## src/alpha_weighted_pair_downscale_assert.svh

```systemverilog
// ----------------------------------------------------------------------------
// Assertion macros for the pair downscaler
// Concurrent checks that compile away when SYNTHESIS is defined.
// ----------------------------------------------------------------------------
`ifndef ALPHA_WEIGHTED_PAIR_DOWNSCALE_ASSERT_SVH
`define ALPHA_WEIGHTED_PAIR_DOWNSCALE_ASSERT_SVH

`ifndef SYNTHESIS

// Check that is switched off while reset is high
`define AWPD_ASSERT(label, clk, rst, prop, msg) \
  label: assert property (@(posedge clk) disable iff (rst) prop) else $error(msg);

// Check that also holds during reset
`define AWPD_ASSERT_ALWAYS(label, clk, prop, msg) \
  label: assert property (@(posedge clk) prop) else $error(msg);

`else

`define AWPD_ASSERT(label, clk, rst, prop, msg)
`define AWPD_ASSERT_ALWAYS(label, clk, prop, msg)

`endif

`endif

```

## src/awpd_pkg.sv

```systemverilog
// ----------------------------------------------------------------------------
// awpd_pkg
// Shared widths, constants and pipeline types of the pair downscaler.
// ----------------------------------------------------------------------------
package awpd_pkg;

  localparam int ChanWidth = 8;
  // two 8x8 products summed
  localparam int SumWidth  = 2 * ChanWidth + 1;
  // divisor is twice the half alpha
  localparam int DivWidth  = ChanWidth + 1;
  // one quotient bit per divider stage
  localparam int DivSteps  = ChanWidth;
  localparam int NumColors = 3;
  // product stage, sum stage, divider stages, output register
  localparam int Latency   = 2 + DivSteps + 1;

  localparam logic [ChanWidth-1:0] ChanMax = '1;

  // Color index within a lane array
  localparam int ColorRed   = 0;
  localparam int ColorGreen = 1;
  localparam int ColorBlue  = 2;

  // One color on its way through the divider
  typedef struct packed {
    logic [DivWidth-1:0]  rem;   // partial remainder, below divisor unless sat
    logic [ChanWidth-1:0] low;   // dividend bits not yet brought down
    logic [ChanWidth-1:0] quo;   // quotient bits so far
    logic                 sat;   // quotient would exceed ChanMax
  } awpd_lane_t;

  // Payload carried by every divider stage
  typedef struct packed {
    awpd_lane_t [NumColors-1:0] lane;
    logic [DivWidth-1:0]        divisor;
    logic                       zero;   // half alpha is zero
    logic [ChanWidth-1:0]       alpha;
  } awpd_stage_t;

endpackage

```

## src/awpd_weight.sv

```systemverilog
// ----------------------------------------------------------------------------
// awpd_weight
// Alpha weighting front end: products, sums, divisor and saturation flag.
// ----------------------------------------------------------------------------
module awpd_weight (
  input  logic                          clk,
  input  logic                          rst,
  input  logic                          valid_in,
  input  logic [awpd_pkg::ChanWidth-1:0] first_red,
  input  logic [awpd_pkg::ChanWidth-1:0] first_green,
  input  logic [awpd_pkg::ChanWidth-1:0] first_blue,
  input  logic [awpd_pkg::ChanWidth-1:0] first_alpha,
  input  logic [awpd_pkg::ChanWidth-1:0] second_red,
  input  logic [awpd_pkg::ChanWidth-1:0] second_green,
  input  logic [awpd_pkg::ChanWidth-1:0] second_blue,
  input  logic [awpd_pkg::ChanWidth-1:0] second_alpha,
  output logic                          valid_out,
  output awpd_pkg::awpd_stage_t         stage_out
);

  localparam int CW = awpd_pkg::ChanWidth;
  localparam int NC = awpd_pkg::NumColors;
  localparam int PW = 2 * CW;

  logic [CW-1:0] first_color  [NC];
  logic [CW-1:0] second_color [NC];

  // stage 1 registers
  logic          prod_valid;
  logic [PW-1:0] first_prod  [NC];
  logic [PW-1:0] second_prod [NC];
  logic [CW:0]   alpha_sum;

  // stage 2 combinational
  logic [CW-1:0]                   half_alpha;
  logic [awpd_pkg::DivWidth-1:0]   divisor;
  logic [awpd_pkg::SumWidth-1:0]   weighted [NC];
  awpd_pkg::awpd_stage_t           stage_next;

  assign first_color[awpd_pkg::ColorRed]    = first_red;
  assign first_color[awpd_pkg::ColorGreen]  = first_green;
  assign first_color[awpd_pkg::ColorBlue]   = first_blue;
  assign second_color[awpd_pkg::ColorRed]   = second_red;
  assign second_color[awpd_pkg::ColorGreen] = second_green;
  assign second_color[awpd_pkg::ColorBlue]  = second_blue;

  // valid bits
  always_ff @(posedge clk) begin
    if (rst) begin
      prod_valid <= 1'b0;
      valid_out  <= 1'b0;
    end else begin
      prod_valid <= valid_in;
      valid_out  <= prod_valid;
    end
  end

  // stage 1: color times alpha
  always_ff @(posedge clk) begin
    for (int c = 0; c < NC; c++) begin
      first_prod[c]  <= first_color[c] * first_alpha;
      second_prod[c] <= second_color[c] * second_alpha;
    end
    alpha_sum <= {1'b0, first_alpha} + {1'b0, second_alpha};
  end

  // stage 2: sums, divisor = 2 * half alpha, overflow test
  assign half_alpha = alpha_sum[CW:1];
  assign divisor    = {half_alpha, 1'b0};

  always_comb begin
    stage_next = '0;
    for (int c = 0; c < NC; c++) begin
      weighted[c] = {1'b0, first_prod[c]} + {1'b0, second_prod[c]};
      stage_next.lane[c].rem = weighted[c][awpd_pkg::SumWidth-1:CW];
      stage_next.lane[c].low = weighted[c][CW-1:0];
      stage_next.lane[c].quo = '0;
      // quotient reaches 256 or more exactly when the top bits reach the divisor
      stage_next.lane[c].sat = (weighted[c][awpd_pkg::SumWidth-1:CW] >= divisor);
    end
    stage_next.divisor = divisor;
    stage_next.zero    = (half_alpha == '0);
    stage_next.alpha   = half_alpha;
  end

  always_ff @(posedge clk) begin
    stage_out <= stage_next;
  end

endmodule

```

## src/awpd_div_step.sv

```systemverilog
// ----------------------------------------------------------------------------
// awpd_div_step
// One restoring division step for all three colors: one quotient bit each.
// ----------------------------------------------------------------------------
module awpd_div_step (
  input  logic                  clk,
  input  logic                  rst,
  input  logic                  valid_in,
  input  awpd_pkg::awpd_stage_t stage_in,
  output logic                  valid_out,
  output awpd_pkg::awpd_stage_t stage_out
);

  localparam int DW = awpd_pkg::DivWidth;
  localparam int CW = awpd_pkg::ChanWidth;

  logic [DW:0]           shifted [awpd_pkg::NumColors];
  logic [DW:0]           diff    [awpd_pkg::NumColors];
  logic                  fits    [awpd_pkg::NumColors];
  awpd_pkg::awpd_stage_t stage_next;

  // bring down next dividend bit, subtract when it fits
  always_comb begin
    stage_next = stage_in;
    for (int c = 0; c < awpd_pkg::NumColors; c++) begin
      shifted[c] = {stage_in.lane[c].rem, stage_in.lane[c].low[CW-1]};
      diff[c]    = shifted[c] - {1'b0, stage_in.divisor};
      fits[c]    = (shifted[c] >= {1'b0, stage_in.divisor});
      stage_next.lane[c].rem = fits[c] ? diff[c][DW-1:0] : shifted[c][DW-1:0];
      stage_next.lane[c].low = {stage_in.lane[c].low[CW-2:0], 1'b0};
      stage_next.lane[c].quo = {stage_in.lane[c].quo[CW-2:0], fits[c]};
    end
  end

  always_ff @(posedge clk) begin
    if (rst) begin
      valid_out <= 1'b0;
    end else begin
      valid_out <= valid_in;
    end
  end

  always_ff @(posedge clk) begin
    stage_out <= stage_next;
  end

endmodule

```

## src/alpha_weighted_pair_downscale.sv

```systemverilog
// ----------------------------------------------------------------------------
// alpha_weighted_pair_downscale
// Merges two adjacent RGBA pixels into one, colors weighted by alpha.
// ----------------------------------------------------------------------------
//
//   channel   signals                               handshake
//   -------   -----------------------------------   -------------------------
//   input     first_*, second_* (red/green/blue/     start high, busy low
//             alpha)
//   result    out_red, out_green, out_blue,          done, one cycle, no hold
//             out_alpha
//
// One transaction per clock. A result passes through one product stage,
// one sum stage, eight restoring division stages (one quotient bit each)
// and the output register. busy stays low; the pipeline never stalls.
// Synchronous reset clears the valid bits of every stage, so transactions
// in flight are dropped.
// ----------------------------------------------------------------------------
`include "alpha_weighted_pair_downscale_assert.svh"

module alpha_weighted_pair_downscale (
  input  logic       clk,
  input  logic       rst,
  input  logic       start,
  output logic       busy,
  input  logic [7:0] first_red,
  input  logic [7:0] first_green,
  input  logic [7:0] first_blue,
  input  logic [7:0] first_alpha,
  input  logic [7:0] second_red,
  input  logic [7:0] second_green,
  input  logic [7:0] second_blue,
  input  logic [7:0] second_alpha,
  output logic       done,
  output logic [7:0] out_red,
  output logic [7:0] out_green,
  output logic [7:0] out_blue,
  output logic [7:0] out_alpha
);

  localparam int Steps = awpd_pkg::DivSteps;

  logic                  accept;
  logic                  stage_valid [Steps+1];
  awpd_pkg::awpd_stage_t stage       [Steps+1];
  logic [7:0]            color_next  [awpd_pkg::NumColors];

  assign busy   = 1'b0;
  assign accept = start && !busy;

  // weighting front end
  awpd_weight u_weight (
    .clk          (clk),
    .rst          (rst),
    .valid_in     (accept),
    .first_red    (first_red),
    .first_green  (first_green),
    .first_blue   (first_blue),
    .first_alpha  (first_alpha),
    .second_red   (second_red),
    .second_green (second_green),
    .second_blue  (second_blue),
    .second_alpha (second_alpha),
    .valid_out    (stage_valid[0]),
    .stage_out    (stage[0])
  );

  // divider chain
  for (genvar s = 0; s < Steps; s++) begin : g_div
    awpd_div_step u_step (
      .clk       (clk),
      .rst       (rst),
      .valid_in  (stage_valid[s]),
      .stage_in  (stage[s]),
      .valid_out (stage_valid[s+1]),
      .stage_out (stage[s+1])
    );
  end

  // zero alpha, saturation, quotient
  always_comb begin
    for (int c = 0; c < awpd_pkg::NumColors; c++) begin
      if (stage[Steps].zero) begin
        color_next[c] = '0;
      end else if (stage[Steps].lane[c].sat) begin
        color_next[c] = awpd_pkg::ChanMax;
      end else begin
        color_next[c] = stage[Steps].lane[c].quo;
      end
    end
  end

  // output register
  always_ff @(posedge clk) begin
    if (rst) begin
      done <= 1'b0;
    end else begin
      done <= stage_valid[Steps];
    end
  end

  always_ff @(posedge clk) begin
    out_red   <= color_next[awpd_pkg::ColorRed];
    out_green <= color_next[awpd_pkg::ColorGreen];
    out_blue  <= color_next[awpd_pkg::ColorBlue];
    out_alpha <= stage[Steps].alpha;
  end

  // checks
  `AWPD_ASSERT(a_start_gives_done, clk, rst, accept |-> ##11 done, "start without result")
  `AWPD_ASSERT(a_done_has_start, clk, rst, done |-> $past(accept, 11), "result without start")
  `AWPD_ASSERT(a_alpha_tracks, clk, rst, done |-> (out_alpha == $past((({1'b0, first_alpha} + {1'b0, second_alpha}) >> 1), 11)), "alpha mismatch")
  `AWPD_ASSERT(a_zero_alpha_black, clk, rst, (done && out_alpha == '0) |-> (out_red == '0 && out_green == '0 && out_blue == '0), "color on zero alpha")
  `AWPD_ASSERT_ALWAYS(a_reset_clears, clk, rst |=> !done, "result right after reset")

endmodule
```

## config.mk

```make
export PLATFORM = sky130hd
export DESIGN_NAME = alpha_weighted_pair_downscale
export DESIGN_NICKNAME = d
export VERILOG_FILES = /design/src/awpd_pkg.sv /design/src/awpd_weight.sv /design/src/awpd_div_step.sv /design/src/alpha_weighted_pair_downscale.sv
export VERILOG_INCLUDE_DIRS = /design/src /design/src/src
export SDC_FILE = /design/constraint.sdc
export NUM_CORES = 2
export LEC_CHECK = 0
export CAP_MARGIN = 20
export CORE_ASPECT_RATIO = 0.9
export CORE_MARGIN = 3
export CORE_UTILIZATION = 57
export DETAILED_ROUTE_END_ITERATION = 10
export DONT_BUFFER_PORTS = 1
export PLACE_DENSITY = 0.8
export SLEW_MARGIN = 10
export SYNTH_ARGS = -nofsm -noshare
export SYNTH_HDL_FRONTEND = slang
export SYNTH_SLANG_ARGS = --single-unit
```

## constraint.sdc

```tcl
create_clock -name clk -period 6 [get_ports clk]
set_clock_uncertainty 0.15 [all_clocks]
set_input_delay 1.2 -clock clk [delete_from_list [all_inputs] [get_ports clk]]
set_output_delay 1.2 -clock clk [all_outputs]
set_load 0.1 [all_outputs]
```

==> impl_results.md <==
- PD cells: approximately 610 mW/mm²
- Netlist cell types: 55
- Fmax: 0.198 GHz
- WS Path Type: primary input to register
- Clk sinks: 687
- Die height: 252 µm
- P_leak: between 20 and 25 nW
- Vias in the first global route: about 26,000
- Sequential share of power: between 30 and 40%
- Post-synth EDFFs: 0
- Final Worst Setup Slack: 938 ps
- Layout cells sized above 1: roughly 6%
- Power Total: 25.5 mW
- Critical path peak fanout: 8
- Row cnt: just under 90
- Initial Utilization: 58.0%
- Gates resized, CTS repair: 0
- Syn avg cell area: 10.2 µm²
- Mapped Nets: 4,561
- Worst setup SP type: primary input
- CTS Root Cell: clkbuf_16
- Port Buffers: 0
- RSZ-0062 raised after global routing: false
- Tmin final: 5060 ps
- Die W: 279 µm
- Max cap viols: 0
- Remaining Overflow, GRT: 0
- # Post-CTS Setup Buffers: 0
- Final WL: 79,400 µm
- CTS Buf Count: 67
- RePlAce Congestion: 0.893
- Top FF cell, synth: dfxtp_1
- Seq/Total Area, Yosys: between 30% and 40%
- Clk pin slew, worst setup/hold paths: 70 ps
- Placement Setup Slack: 311 ps
- Via/cell ratio: 5.38
- CTS tree: done
- # IOs: 101
- Rel. slew slack: 35.7%
- TritonRoute pass-1 iters: 5
- Worst min path class: register to register
- Synth Cell Area: 0.0383 mm²
- Remaining routing DRC violations: 0
- Worst-Margin Slew: 963 ps
- Die ar.: ~0.07 mm²
- First DRT Iteration DRCs: ~1,300
- Clock Latency Late Sink: around 610 ps
- Post-DP HPWL: 62,500 µm
- Hold_buf cts: 0
- VDD IR-drop max: roughly 0.00036 V
- Antenna violations before repair: 3
- Synth Register Bits: 687
- Total GRT Usage: a little under a quarter
- DR vias: around 25,000
- Gate Count Post-Synth: 3,766
- Final Setup Violations: 0
- Clock power share: 17.1%
- Largest net degree at the start of global routing: 27
- Fin. max-slew vios: 0
- First-pass GRT wire length: ~130,000 µm
- Worst Setup End Kind: register
- Drt wl/cell: 16.9 µm
- Status: finished, final reports clean
- Final std cells w/o fill: roughly 4,700
- Post-DRT Antenna Nets: 0
- Period utilization: 84.4%
- Final setup TNS: 0 ps
- Nets: 4,583
- Sw frac: 40.5%
- Syn-to-layout area delta: 8.53%
- Clock Tree Buf Depth: 3
- Combinational power share: 50.7%
- # fillers: 5,175
- Fin. Hold Viols: 0
- CP Data Required Time: 6330 ps
- Yosys warns: 0
- H-tree depth: 3
- Fin area: 0.0416 mm²
- Inst Count DP: roughly 4,600
- FFs w/ async S/R, synth: 0%
- P_int: 15.2 mW
- Placement Cell Area: 0.0392 mm²
- Core area: 0.0660 mm²
- Worst Path Arrival: roughly 5400 ps
- Psw: 10.3 mW
==> Yosys cell counts (14+ instances only) <==
| master | count | share of area (%) |
|---|---|---|
| a211oi_1 | 14 | 0.27 |
| a21o_1 | 101 | 2.0 |
| a21oi_1 | 222 | 2.9 |
| and2_1 | 304 | 5.0 |
| and3_1 | 15 | 0.25 |
| clkbuf_1 | 48 | 0.47 |
| dfxtp_1 | 687 | 36 |
| fa_1 | 241 | 13 |
| ha_1 | 487 | 16 |
| inv_1 | 500 | 4.9 |
| mux2_2 | 93 | 2.7 |
| mux2i_1 | 34 | 0.89 |
| nand2_1 | 157 | 1.5 |
| nand2b_1 | 29 | 0.47 |
| nand3_1 | 22 | 0.29 |
| nand4_1 | 48 | 0.78 |
| nor2_1 | 176 | 1.7 |
| nor2b_1 | 61 | 1.0 |
| nor3_1 | 49 | 0.64 |
| o21a_1 | 32 | 0.63 |
| o21ai_0 | 64 | 0.84 |
| o21bai_1 | 39 | 0.76 |
| o31ai_1 | 32 | 0.63 |
| or2_2 | 14 | 0.23 |
| xnor2_1 | 165 | 3.8 |
| xor2_1 | 39 | 0.89 |
==> worst max-delay path, stage by stage <==
cell       delay (ps)
and2_1            150
fa_1              540
inv_1              50
fa_1              490
inv_1              60
fa_1              530
inv_1              50
fa_1              520
inv_1              40
ha_1              340
o21a_1            130
o31a_1            120
o211ai_1          210
a21oi_1           100
a2111oi_1         540
a21oi_1           160
xnor2_1           140
==> final timing paths <==
| path | startpoint | endpoint | slack (ps) | depth (start not counted) |
|---|---|---|---|---|
| setup / recovery | second_red[3] | u_weight.second_prod[0][15]$_DFF_P_ | 940 | 17 |
| hold / removal | g_div[1].u_step.stage_out[83]$_DFF_P_ | g_div[2].u_step.stage_out[84]$_DFF_P_ | 150 | 0 |
| setup reg to reg | u_weight.first_prod[0][0]$_DFF_P_ | u_weight.stage_out[18]$_DFF_P_ | 1690 | 17 |
| hold reg to reg | g_div[1].u_step.stage_out[83]$_DFF_P_ | g_div[2].u_step.stage_out[84]$_DFF_P_ | 150 | 0 |
==> power groups by stage <==
stage          sequential (mW)  combinational, mW  clock (mW)
6_report                  8.20               12.9        4.36
5_1_grt                   8.37               14.5        4.64
4_1_cts                   8.22               12.9        4.46
3_5_place_dp              8.29               12.7           0
3_3_place_gp              8.24               12.4           0
2_1_floorplan             7.81               10.0           0
==> stage by stage <==
stage | util [%] | hold slack [ps]
after floorplan | - | 160
after global placement | 59.4 | 160
after detailed placement | 59.4 | 162
after CTS | 62.9 | 143
after global routing | 62.9 | 154
final | 62.9 | 147
==> metal layers <==
metal | vias up | track usage [%] | routed length (µm)
met5 | - | 0 | 0
met4 | 0 | 9.96 | 3480
met3 | 174 | 4.15 | 4580
met2 | 683 | 38.6 | 36700
met1 | 11900 | 29.4 | 34700
li1 | 12500 | - | -
==> final cells by class <==
class	count	area (µm²)	area share (%)
multi-input combinational	2530	22500	54.1
timing repair buffer	2	15.0	0.0361
clock inverter	34	475	1.14
tap	864	1080	2.60
clock buffer	86	1880	4.52
sequential	687	13800	33.1
antenna	1	2.50	0.00602
inverter	500	1880	4.52
==> cell usage in the layout (no fill, tap or decap), drive strengths merged, types with 29 or more instances in the layout <==
cell type  instances
o31ai             32
o21a              32
fa               241
nand4             48
mux2              93
nor2b             61
inv              506
nor3              49
nor2             176
and2             304
a21oi            222
ha               487
dfxtp            687
nand2            157
xor2              39
a21o             101
nand2b            29
o21bai            39
xnor2            165
clkbuf            86
o21ai             64
mux2i             34
==> sequential cells by signal (all words and copies together), names as in the netlist <==
name	count
u_weight.alpha_sum	8
out_red	8
out_green	8
u_weight.second_prod	48
done	1
u_weight.first_prod	48
out_blue	8
u_weight.prod_valid	1
u_weight.stage_out	63
g_div.u_step.stage_out	477
g_div.u_step.valid_out	8
out_alpha	8
u_weight.valid_out	1
==> cells by family (layout without fill, tap and decap cells) <==
| family | count (synthesis) | after routing | synth area share, % |
|---|---|---|---|
| other cells | 1 | 2 | 0.00979 |
| mux | 127 | 127 | 3.62 |
| buf+inv | 549 | 622 | 5.39 |
| xor+xnor | 204 | 204 | 4.66 |
| flops | 687 | 687 | 35.9 |
| simple gates | 897 | 897 | 12.3 |
| fa+ha+maj | 728 | 728 | 28.5 |
| compound gates | 573 | 573 | 9.61 |
(Power assumes the default switching activity.)
